--- config.mk ---
export PLATFORM = sky130hd
export DESIGN_NAME = activity_selection_greedy_top_flat
export DESIGN_NICKNAME = d
export VERILOG_FILES = /design/src/design/asg_pkg.sv /design/src/design/asg_channels.sv /design/src/design/activity_selection_greedy_top.sv /design/src/design/asg_cell.sv /design/src/flat_wrapper.sv
export SDC_FILE = /design/constraint.sdc
export NUM_CORES = 2
export LEC_CHECK = 0
export ABC_AREA = 0
export BUFFER_PORTS_ARGS = -buffer_cell sky130_fd_sc_hd__buf_2
export CAP_MARGIN = 30
export CORE_UTILIZATION = 65
export DETAILED_ROUTE_END_ITERATION = 6
export PLACE_DENSITY = 0.79
export SLEW_MARGIN = 40
export SYNTH_ARGS = -nofsm -noshare
export SYNTH_HDL_FRONTEND = slang
export SYNTH_SLANG_ARGS = --single-unit
--- constraint.sdc ---
create_clock -name clock -period 4.93 [get_ports clock]
set_input_delay 0.7395 -clock clock [delete_from_list [all_inputs] [get_ports clock]]
set_output_delay 0.7395 -clock clock [all_outputs]
set_load 0.1 [all_outputs]
--- src/design/asg_pkg.sv ---
// types and constants shared by the greedy activity selection block
// no dependencies

package asg_pkg;

   localparam int TAG_W   = 8;
   localparam int TIME_W  = 16;
   localparam int TOTAL_W = 5;

   typedef struct packed {
      logic              valid;
      logic              pick;
      logic [TAG_W-1:0]  tag;
      logic [TIME_W-1:0] start;
      logic [TIME_W-1:0] finish;
   } entry_type;

   typedef enum logic [1:0] {
      CELL_HOLD   = 2'd0,
      CELL_INSERT = 2'd1,
      CELL_ROTATE = 2'd2,
      CELL_CLEAR  = 2'd3
   } cell_op_type;

   typedef struct packed {
      cell_op_type op;
      entry_type   new_item;
   } cell_ctl_type;

   typedef enum logic [2:0] {
      ST_LOAD = 3'b001,
      ST_SCAN = 3'b010,
      ST_EMIT = 3'b100
   } state_type;

endpackage

--- src/design/asg_channels.sv ---
// valid/ready channel interfaces for activity items and chosen results
// depends on asg_pkg

interface asg_req_if;
   import asg_pkg::*;
   logic              valid;
   logic              ready;
   logic [TAG_W-1:0]  activity_tag;
   logic [TIME_W-1:0] start_time;
   logic [TIME_W-1:0] finish_time;
   logic              last_item;

   modport source (output valid, activity_tag, start_time, finish_time, last_item,
                   input ready);
   modport sink   (input valid, activity_tag, start_time, finish_time, last_item,
                   output ready);
endinterface

interface asg_rsp_if;
   import asg_pkg::*;
   logic               valid;
   logic               ready;
   logic [TAG_W-1:0]   chosen_tag;
   logic [TOTAL_W-1:0] chosen_total;
   logic               final_choice;
   logic               overflowed;

   modport source (output valid, chosen_tag, chosen_total, final_choice, overflowed,
                   input ready);
   modport sink   (input valid, chosen_tag, chosen_total, final_choice, overflowed,
                   output ready);
endinterface

--- src/design/activity_selection_greedy_top.sv ---
// top level of greedy activity selection: insertion chain, scan and output stage
// depends on asg_pkg, asg_channels, asg_cell
//
//   channel  dir  handshake          payload
//   req      in   req.valid/ready    activity_tag, start_time, finish_time, last_item
//   rsp      out  rsp.valid/ready    chosen_tag, chosen_total, final_choice, overflowed
//
// loading accepts one item per cycle; each item is sorted into the cell chain as it arrives
// after an item marked last, a scan pass rotates the chain through every cell and
// marks the greedy picks, then an emit pass, which stalls on a pick while rsp is held,
// sends them out; req.ready is low for both passes
// reset is synchronous and empties the chain; the rsp register holds while rsp.ready is low

module activity_selection_greedy_top #(
   parameter int MAX_ACTIVITIES = 16
) (
   input  logic      clock,
   input  logic      reset,
   asg_req_if.sink   req,
   asg_rsp_if.source rsp
);
   import asg_pkg::*;

   localparam int CW = $clog2(MAX_ACTIVITIES + 1);
   localparam logic [CW-1:0] LAST_POS = CW'(MAX_ACTIVITIES - 1);
   localparam logic [CW-1:0] FULL_CNT = CW'(MAX_ACTIVITIES);

   state_type          state_ff, state_in;
   logic [CW-1:0]      entry_cnt_ff, entry_cnt_in;
   logic               overflow_ff, overflow_in;
   logic [CW-1:0]      pos_ff, pos_in;
   logic [CW-1:0]      pick_cnt_ff, pick_cnt_in;
   logic [CW-1:0]      remain_ff, remain_in;
   logic               first_ff, first_in;
   logic [TIME_W-1:0]  last_fin_ff, last_fin_in;

   logic               rsp_valid_ff, rsp_valid_in;
   logic [TAG_W-1:0]   rsp_tag_ff;
   logic [TOTAL_W-1:0] rsp_total_ff;
   logic               rsp_final_ff;
   logic               rsp_ovf_ff;

   cell_ctl_type          ctl;
   entry_type             chain [MAX_ACTIVITIES];
   logic [MAX_ACTIVITIES-1:0] greater_vec;
   logic [MAX_ACTIVITIES-1:0] valid_vec;
   entry_type             head;
   entry_type             tail_in;
   logic                  pick_now;
   logic                  out_free;
   logic                  emit_load;
   logic                  req_take;

   assign head     = chain[0];
   assign pick_now = head.valid && (first_ff || (head.start >= last_fin_ff));
   assign out_free = !rsp_valid_ff || rsp.ready;
   assign req_take = req.valid && req.ready;

   always_comb begin
      tail_in = head;
      if (state_ff == ST_SCAN) begin
         tail_in.pick = pick_now;
      end
   end

   genvar gi;
   generate
      for (gi = 0; gi < MAX_ACTIVITIES; gi++) begin : g_cell
         entry_type pe, ne;
         logic      pg;
         if (gi == 0) begin : g_first
            assign pe = ctl.new_item;
            assign pg = 1'b0;
         end else begin : g_mid
            assign pe = chain[gi-1];
            assign pg = greater_vec[gi-1];
         end
         if (gi == MAX_ACTIVITIES - 1) begin : g_tail
            assign ne = tail_in;
         end else begin : g_body
            assign ne = chain[gi+1];
         end
         assign valid_vec[gi] = chain[gi].valid;
         asg_cell u_cell (
            .clock        (clock),
            .reset        (reset),
            .ctl          (ctl),
            .prev_entry   (pe),
            .prev_greater (pg),
            .next_entry   (ne),
            .entry        (chain[gi]),
            .greater      (greater_vec[gi])
         );
      end
   endgenerate

   assign req.ready = (state_ff == ST_LOAD);

   always_comb begin
      state_in     = state_ff;
      entry_cnt_in = entry_cnt_ff;
      overflow_in  = overflow_ff;
      pos_in       = pos_ff;
      pick_cnt_in  = pick_cnt_ff;
      remain_in    = remain_ff;
      first_in     = first_ff;
      last_fin_in  = last_fin_ff;
      emit_load    = 1'b0;
      ctl.op       = CELL_HOLD;
      ctl.new_item.valid  = 1'b1;
      ctl.new_item.pick   = 1'b0;
      ctl.new_item.tag    = req.activity_tag;
      ctl.new_item.start  = req.start_time;
      ctl.new_item.finish = req.finish_time;
      case (state_ff)
         ST_LOAD: begin
            if (req_take) begin
               if (entry_cnt_ff != FULL_CNT) begin
                  ctl.op       = CELL_INSERT;
                  entry_cnt_in = entry_cnt_ff + 1'b1;
               end else begin
                  overflow_in = 1'b1;
               end
               if (req.last_item) begin
                  state_in    = ST_SCAN;
                  pos_in      = '0;
                  pick_cnt_in = '0;
                  first_in    = 1'b1;
               end
            end
         end
         ST_SCAN: begin
            ctl.op = CELL_ROTATE;
            if (pick_now) begin
               pick_cnt_in = pick_cnt_ff + 1'b1;
               last_fin_in = head.finish;
               first_in    = 1'b0;
            end
            pos_in = pos_ff + 1'b1;
            if (pos_ff == LAST_POS) begin
               state_in  = ST_EMIT;
               pos_in    = '0;
               remain_in = pick_now ? pick_cnt_ff + 1'b1 : pick_cnt_ff;
            end
         end
         ST_EMIT: begin
            if (!(head.valid && head.pick) || out_free) begin
               ctl.op = (pos_ff == LAST_POS) ? CELL_CLEAR : CELL_ROTATE;
               pos_in = pos_ff + 1'b1;
               if (head.valid && head.pick) begin
                  emit_load = 1'b1;
                  remain_in = remain_ff - 1'b1;
               end
               if (pos_ff == LAST_POS) begin
                  state_in     = ST_LOAD;
                  pos_in       = '0;
                  entry_cnt_in = '0;
                  overflow_in  = 1'b0;
               end
            end
         end
         default: begin
            state_in = ST_LOAD;
         end
      endcase
   end

   always_comb begin
      rsp_valid_in = rsp_valid_ff;
      if (emit_load) begin
         rsp_valid_in = 1'b1;
      end else if (rsp.ready) begin
         rsp_valid_in = 1'b0;
      end
   end

   always_ff @(posedge clock) begin
      if (reset) begin
         state_ff     <= ST_LOAD;
         entry_cnt_ff <= '0;
         overflow_ff  <= 1'b0;
         pos_ff       <= '0;
         pick_cnt_ff  <= '0;
         remain_ff    <= '0;
         first_ff     <= 1'b1;
         rsp_valid_ff <= 1'b0;
      end else begin
         state_ff     <= state_in;
         entry_cnt_ff <= entry_cnt_in;
         overflow_ff  <= overflow_in;
         pos_ff       <= pos_in;
         pick_cnt_ff  <= pick_cnt_in;
         remain_ff    <= remain_in;
         first_ff     <= first_in;
         rsp_valid_ff <= rsp_valid_in;
      end
   end

   always_ff @(posedge clock) begin
      last_fin_ff <= last_fin_in;
      if (emit_load) begin
         rsp_tag_ff   <= head.tag;
         rsp_total_ff <= TOTAL_W'(pick_cnt_ff);
         rsp_final_ff <= (remain_ff == CW'(1));
         rsp_ovf_ff   <= overflow_ff;
      end
   end

   assign rsp.valid        = rsp_valid_ff;
   assign rsp.chosen_tag   = rsp_tag_ff;
   assign rsp.chosen_total = rsp_total_ff;
   assign rsp.final_choice = rsp_final_ff;
   assign rsp.overflowed   = rsp_ovf_ff;

   // chain stays packed from the head while loading
   a_chain_packed: assert property (@(posedge clock) disable iff (reset)
      (state_ff == ST_LOAD) |-> ($countones(valid_vec) == int'(entry_cnt_ff)))
      else $error("cell chain occupancy differs from entry count");

   a_overflow_full: assert property (@(posedge clock) disable iff (reset)
      overflow_ff |-> (entry_cnt_ff == FULL_CNT))
      else $error("overflow raised with room left");

   a_emit_has_pick: assert property (@(posedge clock) disable iff (reset)
      (state_ff == ST_EMIT) |-> (pick_cnt_ff != '0))
      else $error("emit pass with no chosen activity");

   a_remain_start: assert property (@(posedge clock) disable iff (reset)
      ((state_ff == ST_EMIT) && ($past(state_ff) == ST_SCAN)) |-> (remain_ff == pick_cnt_ff))
      else $error("remaining count not loaded from pick count");

   a_final_last: assert property (@(posedge clock) disable iff (reset)
      (emit_load && (remain_ff == CW'(1))) |=> (state_ff == ST_LOAD || !head.pick
                                                || !head.valid || pos_ff != '0))
      else $error("final choice emitted before chain end");

endmodule

--- src/design/asg_cell.sv ---
// one cell of the insertion chain: holds one activity, sorted by finish time
// depends on asg_pkg

module asg_cell (
   input  logic                  clock,
   input  logic                  reset,
   input  asg_pkg::cell_ctl_type ctl,
   input  asg_pkg::entry_type    prev_entry,
   input  logic                  prev_greater,
   input  asg_pkg::entry_type    next_entry,
   output asg_pkg::entry_type    entry,
   output logic                  greater
);
   import asg_pkg::*;

   entry_type entry_ff;
   entry_type entry_in;

   // empty cells act as an infinite finish
   assign greater = !entry_ff.valid || (entry_ff.finish > ctl.new_item.finish);
   assign entry   = entry_ff;

   always_comb begin
      entry_in = entry_ff;
      case (ctl.op)
         CELL_INSERT: begin
            if (prev_greater) begin
               entry_in = prev_entry;
            end else if (greater) begin
               entry_in = ctl.new_item;
            end
         end
         CELL_ROTATE: begin
            entry_in = next_entry;
         end
         CELL_CLEAR: begin
            entry_in.valid = 1'b0;
            entry_in.pick  = 1'b0;
         end
         default: begin
            entry_in = entry_ff;
         end
      endcase
   end

   always_ff @(posedge clock) begin
      if (reset) begin
         entry_ff <= '0;
      end else begin
         entry_ff <= entry_in;
      end
   end

endmodule
--- src/flat_wrapper.sv ---
// flat-port wrapper written by rule: the top's interface ports become plain ports
module activity_selection_greedy_top_flat import asg_pkg::*;
#(
   parameter int MAX_ACTIVITIES = 16
)
  (clock, reset, req_valid, req_activity_tag, req_start_time, req_finish_time, req_last_item, req_ready, rsp_valid, rsp_chosen_tag, rsp_chosen_total, rsp_final_choice, rsp_overflowed, rsp_ready);
  asg_req_if req_i ();
  asg_rsp_if rsp_i ();
  input  logic clock;
  input  logic reset;
  input wire logic [$bits(req_i.valid)-1:0] req_valid;
  input wire logic [$bits(req_i.activity_tag)-1:0] req_activity_tag;
  input wire logic [$bits(req_i.start_time)-1:0] req_start_time;
  input wire logic [$bits(req_i.finish_time)-1:0] req_finish_time;
  input wire logic [$bits(req_i.last_item)-1:0] req_last_item;
  output wire logic [$bits(req_i.ready)-1:0] req_ready;
  output wire logic [$bits(rsp_i.valid)-1:0] rsp_valid;
  output wire logic [$bits(rsp_i.chosen_tag)-1:0] rsp_chosen_tag;
  output wire logic [$bits(rsp_i.chosen_total)-1:0] rsp_chosen_total;
  output wire logic [$bits(rsp_i.final_choice)-1:0] rsp_final_choice;
  output wire logic [$bits(rsp_i.overflowed)-1:0] rsp_overflowed;
  input wire logic [$bits(rsp_i.ready)-1:0] rsp_ready;
  assign req_i.valid = req_valid;
  assign req_i.activity_tag = req_activity_tag;
  assign req_i.start_time = req_start_time;
  assign req_i.finish_time = req_finish_time;
  assign req_i.last_item = req_last_item;
  assign req_ready = req_i.ready;
  assign rsp_valid = rsp_i.valid;
  assign rsp_chosen_tag = rsp_i.chosen_tag;
  assign rsp_chosen_total = rsp_i.chosen_total;
  assign rsp_final_choice = rsp_i.final_choice;
  assign rsp_overflowed = rsp_i.overflowed;
  assign rsp_i.ready = rsp_ready;
  activity_selection_greedy_top #(.MAX_ACTIVITIES(MAX_ACTIVITIES)) u_core (.clock(clock), .reset(reset), .req(req_i), .rsp(rsp_i));
endmodule
; ---- Yosys cells after proc, flatten, opt, wreduce, memory -nomap -nowiden
; Cells that the tools add are included.
; Widths: inputs -> output; s select.
[classes]
magnitude_cmp = 17
n_reduce_logical = 87
n_addsub = 4
n_eq_ne = 34
mux = 105
[ops]
columns = cell, count
row1 = $mux 42, 31
row2 = $pmux 40 s2, 16
row3 = $gt 16x16->1, 16
row4 = $pmux 2 s3, 17
row5 = $reduce_and 2->1, 33
row6 = $mux 5, 12
row7 = $ne 3x3->1 const B, 13
row8 = $pmux 5 s2, 3
row9 = $logic_or 1x1->1, 19
row10 = $logic_not 1->1, 18
row11 = $ge 16x16->1, 1
row12 = $add 5x1->5 const B, 3
row13 = $mux 1, 15
row14 = $mux 3, 5
row15 = $pmux 5 s3, 1
row16 = $reduce_and 5->1, 3
row17 = $ne 2x2->1 const B, 6
row18 = $reduce_and 4->1, 3
row19 = $reduce_bool 2->1, 5
row20 = $pmux 3 s3, 1
row21 = $ne 2x1->1 const B, 4
row22 = $ne 3x2->1 const B, 2
row23 = $reduce_bool 3->1, 2
row24 = $eq 5x1->1 const B, 1
row25 = 12 further kinds, 17
[totals]
in_bits = 45
output_inout_bits = 17
regBits = 729

; ---- Depth between registers and ports, before layout
[logic_depth]
word_depth = 8
depth_mapped = 14
depth_no_buf = 10

; ---- Cells and area by module
; From an unflattened synthesis, not the netlist that was laid out.
[unflattened]
hier_cells = 6399
area_unflattened_um2 = 52137.5
[by_module_without_submodules]
columns = mod, n_inst, seq_area_each_um2, area_per_inst_um2, cells_each
row1 = asg_cell at u_core.g_cell[0].u_cell ..., 10, 840.8, 3190.6, 405
row2 = asg_cell at u_core.g_cell[4].u_cell ..., 5, 840.8, 2871.5, 334
row3 = asg_cell at u_core.g_cell[9].u_cell, 1, 840.8, 3007.9, 401
row4 = activity_selection_greedy_top, 1, 1451.4, 2866.5, 278

; ---- Worst setup path after synthesis
; OpenSTA, ideal clock, no wires.
[synth_path]
path_kind = input-to-reg
start = in req_finish_time[10]
end = reg u_core.g_cell[4].u_cell.entry_ff, in the netlist u_core.g_cell[4].u_cell.entry[39]
arrival_time_ps = 3871
setup_slack_ps = 1000
cell_stages = 12
setup_time_ps = 59
path_cell_list = clkbuf_1 > inv_1 > ha_1 > and3_1 > a221o_1 > a221o_1 > a211o_1 > buf_2 > a311o_1 > a211oi_4 > buf_6 > a22o_1
[synth_between]
elab_chain_len = 4
[synth_rtl]
columns = item, line_no
row1 = start: declaration, flat_wrapper.sv:14  ; input wire logic [$bits(req_i.finish_time)-1:0] req_finish_time;
row2 = $gt 16x16->1, asg_cell.sv:20  ; assign greater = !entry_ff.valid || (entry_ff.finish > ctl.new_item.finish);
row3 = $logic_or 1x1->1, asg_cell.sv:20
row4 = $mux 42 / $ne 3x3->1 (equally long branches), --
row5 = $pmux 40 s2 / $reduce_and 2->1 (equally long branches), --
row6 = end signal: assignment, asg_cell.sv:50  ; entry_ff <= entry_in;
row7 = end: declaration, asg_cell.sv:16  ; entry_type entry_ff;
; Several ways; a longest one is shown, not always the timed one.
; A chain may end at the register's enable or synchronous reset.

; ---- Worst setup path in the final report
[layout_path]
start = in req_finish_time[4]
end = reg u_core.g_cell[10].u_cell.entry_ff, in the netlist u_core.g_cell[10].u_cell.entry[5]
[layout_between]
elab_chain_len = 4
[layout_rtl]
columns = item, line_no
row1 = $gt 16x16->1, asg_cell.sv:20
row2 = $logic_or 1x1->1, asg_cell.sv:20
row3 = $mux 42 / $ne 3x2->1 (equally long branches), --
row4 = $pmux 40 s2 / $reduce_and 2->1 (equally long branches), --
row5 = end signal: assignment, asg_cell.sv:50
row6 = end: declaration, asg_cell.sv:16
; Several ways; a longest one is shown, not always the timed one.

==> impl_metrics.yaml <==
outcome:
  outcome: "finished clean"
route:
  vias_per_cell: 7.36
  drt_first_pass_iters: 7
  wire_per_inst_um: 25.9
  remaining_drc_errors: 0
  routed_wl_um: 176000
  postRouteAntennaNets: 0
  num_vias: 50000
  drt_iter0_drc: 8805
power_and_ir_drop:
  finalPower_w: 0.0285
  power.switching_w: 0.0126
  swShare_pct: 44.4
  p_per_area_mw_per_mm2: 565
  seqPwrFrac_pct: 34.6
  pwr-share-clk_pct: 22.1
  cellLeakagePower_nw: 19.6
  internal-power_w: 0.0159
  comb_power_share_pct: 43.3
  peakVddDrop_uv: 595
hold_path:
  min_path_type: "reg -> reg"
  worstHoldStart: "u_core.overflow_ff$_SDFFE_PP0P_"
synth:
  yosysMostFrequentCell: "nor2_1"
  post_synth_num_cell_types: 80
  yosys-top-cells-area: "dfxtp_1 30%, ha_1 7.4%, nor2_1 5.9%"
  synthTopCellsByCount: "730 x nor2_1, 698 x dfxtp_1, 545 x clkbuf_1"
  synth-seq-area-share_pct: 31.9
  syn_inst: 6121
  synth_nets: 6444
  synth_area_mm2: 0.0467
  synth_largest_area_cell: "dfxtp_1"
  ys_seq_elements: 729
  synth_edf_count: 31
  yosys_most_used_dff: "dfxtp_1"
  ys.warnings.count: 0
  synth_top_area_share_pct: 29.9
  async_reset_ff_share_pct: 0
  avgSynthCellArea_um2: 7.64
sta:
  worstMarginPinSlew_ps: 975
  setup_viol: 0
  hold_viol_final: 0
  maxSlewHeadroom_pct: 35.0
  rsz0062_at_grt: "no"
  slew_viol_final: 0
  fin_skew_ps: 26.4
  fmax_mhz: 263
  fin_crit_ps: 3810
  fin_tns_setup_ps: 0
  period_share_pct: 77.2
global_routing:
  grt-ovfl-total: 0
  antenna_found_initial: 7
  grt.total_usage_pct: 46.0
  grt_max_degree: 182
  grt_first_pass_wirelength_um: 267000
  grt_pass1_vias: 44800
critical_path:
  cp.required_ps: 5440
  worstSetupStartpoint: "req_finish_time[4]"
  cp.arrival_ps: 4310
  end_kind: "flop"
  r2r_start: "u_core.state_ff[1]$_SDFFE_PP0P_"
  crit_type: "in -> reg"
  cp_max_fo: 33
  start_kind: "input pin"
cts:
  clk_latency_ps: 660
  cts_resized: 0
  cts_tree: "built"
  clock-sinks: 729
  cts_buffers: 82
  cts.path.max_buffers: 3
  htree_levels: 3
  cts_setup_buffers: 0
  cts_root_buf: "clkbuf_16"
  clk_pin_slew_ps: 60
  cts_hold_buf: 0
floorplan:
  die-height_um: 270
  start_util_pct: 66.2
  die_area_mm2: 0.0730
  die_x_um: 270
  coreArea_mm2: 0.0706
  rows: 97
  boundaryPins: 62
layout:
  fill_cells: 5703
  multi_input_area_mm2: 0.0292
  drive_gt1_share_pct: 8.13
  syn_to_final_growth_pct: 7.89
  design_area_mm2: 0.0504
  fin_nets: 6112
  register_area_mm2: 0.0149
  instances_no_fill: 6796
place:
  gp_congestion: 0.989
  portBuffers: 61
  hpwl_um: 111000
  placed_cells: 6642
  placed_area_mm2: 0.0477
flow_run:
  maxCapViolCount: 0
==> routing by layer <==
metal	vias up	part of all wire (%)	global-route usage, %
met5	-	0.042	0.789
met4	6	5.2	22.3
met3	715	16	13.3
met2	4151	40	64.4
met1	23100	38	64.3
li1	22100	-	-
==> final timing paths <==
path / cells after the start / endpoint / slack, ps
worst max-delay path: 13 / u_core.g_cell[10].u_cell.entry[5]$_SDFFE_PP0P_ / 1120
worst min-delay path: 0 / u_core.rsp.overflowed$_DFFE_PP_ / 430
worst max register to register: 9 / u_core.g_cell[10].u_cell.entry[41]$_SDFFE_PP0P_ / 1230
worst min register to register: 0 / u_core.rsp.overflowed$_DFFE_PP_ / 430
==> critical path, stage by stage <==
cell and delay (ps):
buf_2 120, inv_1 240, buf_12 260, ha_1 280, nand4_1 100, nor4_1 670
o21ai_0 260, o211ai_1 360, nand2_4 160, a21o_2 460, buf_12 260, a41oi_1 250
o31ai_1 120
==> power by group through the flow <==
stage	sequential (W)	clock (W)	combinational, W
after floorplan	0.00879	0	0.00892
after global placement	0.00970	0	0.0114
after detailed placement	0.00973	0	0.0118
after CTS	0.00962	0.00626	0.0119
after global routing	0.00991	0.00650	0.0134
final	0.00986	0.00629	0.0124
==> state kept, by name, indices dropped and copies added (netlist names) <==
| name | flops |
|---|---|
| u_core.g_cell.u_cell.entry | 672 |
| u_core.last_fin_ff | 16 |
| u_core.rsp.chosen_tag | 8 |
| u_core.entry_cnt_ff | 5 |
| u_core.pick_cnt_ff | 5 |
| u_core.pos_ff | 5 |
| u_core.remain_ff | 5 |
| u_core.rsp.chosen_total | 5 |
| u_core.state_ff | 3 |
| u_core.first_ff | 1 |
| u_core.overflow_ff | 1 |
| u_core.rsp.final_choice | 1 |
| u_core.rsp.overflowed | 1 |
| u_core.rsp.valid | 1 |
==> cells by family (layout without fill, tap and decap cells) <==
group                    Yosys count  after routing  synth area share (%)
AO/OA/AOI/OAI                   1631           1631                  23.5
XOR/XNOR                           4              4                0.0749
adder cells (fa/ha/maj)          278            278                  7.44
buffers and inverters            771            503                  6.46
flip-flops                       729            729                  31.9
multiplexers                     212            212                  4.61
other                              0              3                     0
AND/OR/NAND/NOR                 2496           2496                  26.0
==> cells in the final DEF (no fill, tap or decap), types with 52 or more instances in the layout <==
cell type	count
nor3_1	458
nand2_1	479
a211oi_1	153
buf_4	144
or3_1	108
clkbuf_16	83
a41oi_1	55
o21ai_0	243
nand3_1	163
a311oi_1	81
a221o_1	81
a21oi_1	517
or4_1	86
nor4b_1	76
dfxtp_1	694
o31ai_1	97
a31oi_1	52
nor4_1	90
nor2_1	720
buf_2	59
and3_1	76
inv_1	115
mux2i_1	186
ha_1	278
nand4_1	72
==> cell type report <==
cell class | count | share of cell area (%)
Clock inverter | 29 | 0.598
Clock buffer | 119 | 4.72
Multi-Input combinational cell | 4621 | 57.8
Antenna cell | 3 | 0.0149
Timing Repair Buffer | 238 | 4.03
Tap cell | 940 | 2.33
Sequential cell | 729 | 29.6
Inverter | 117 | 0.876
==> stage by stage <==
step,hold slack [ps],setup slack [ps],utilization [%]
after floorplan,406,1000,-
after global placement,420,705,67.3
after detailed placement,423,681,67.5
after CTS,436,1340,71.3
after global routing,454,1050,71.4
final,433,1120,71.4
Power figures use the tool's default switching activity.
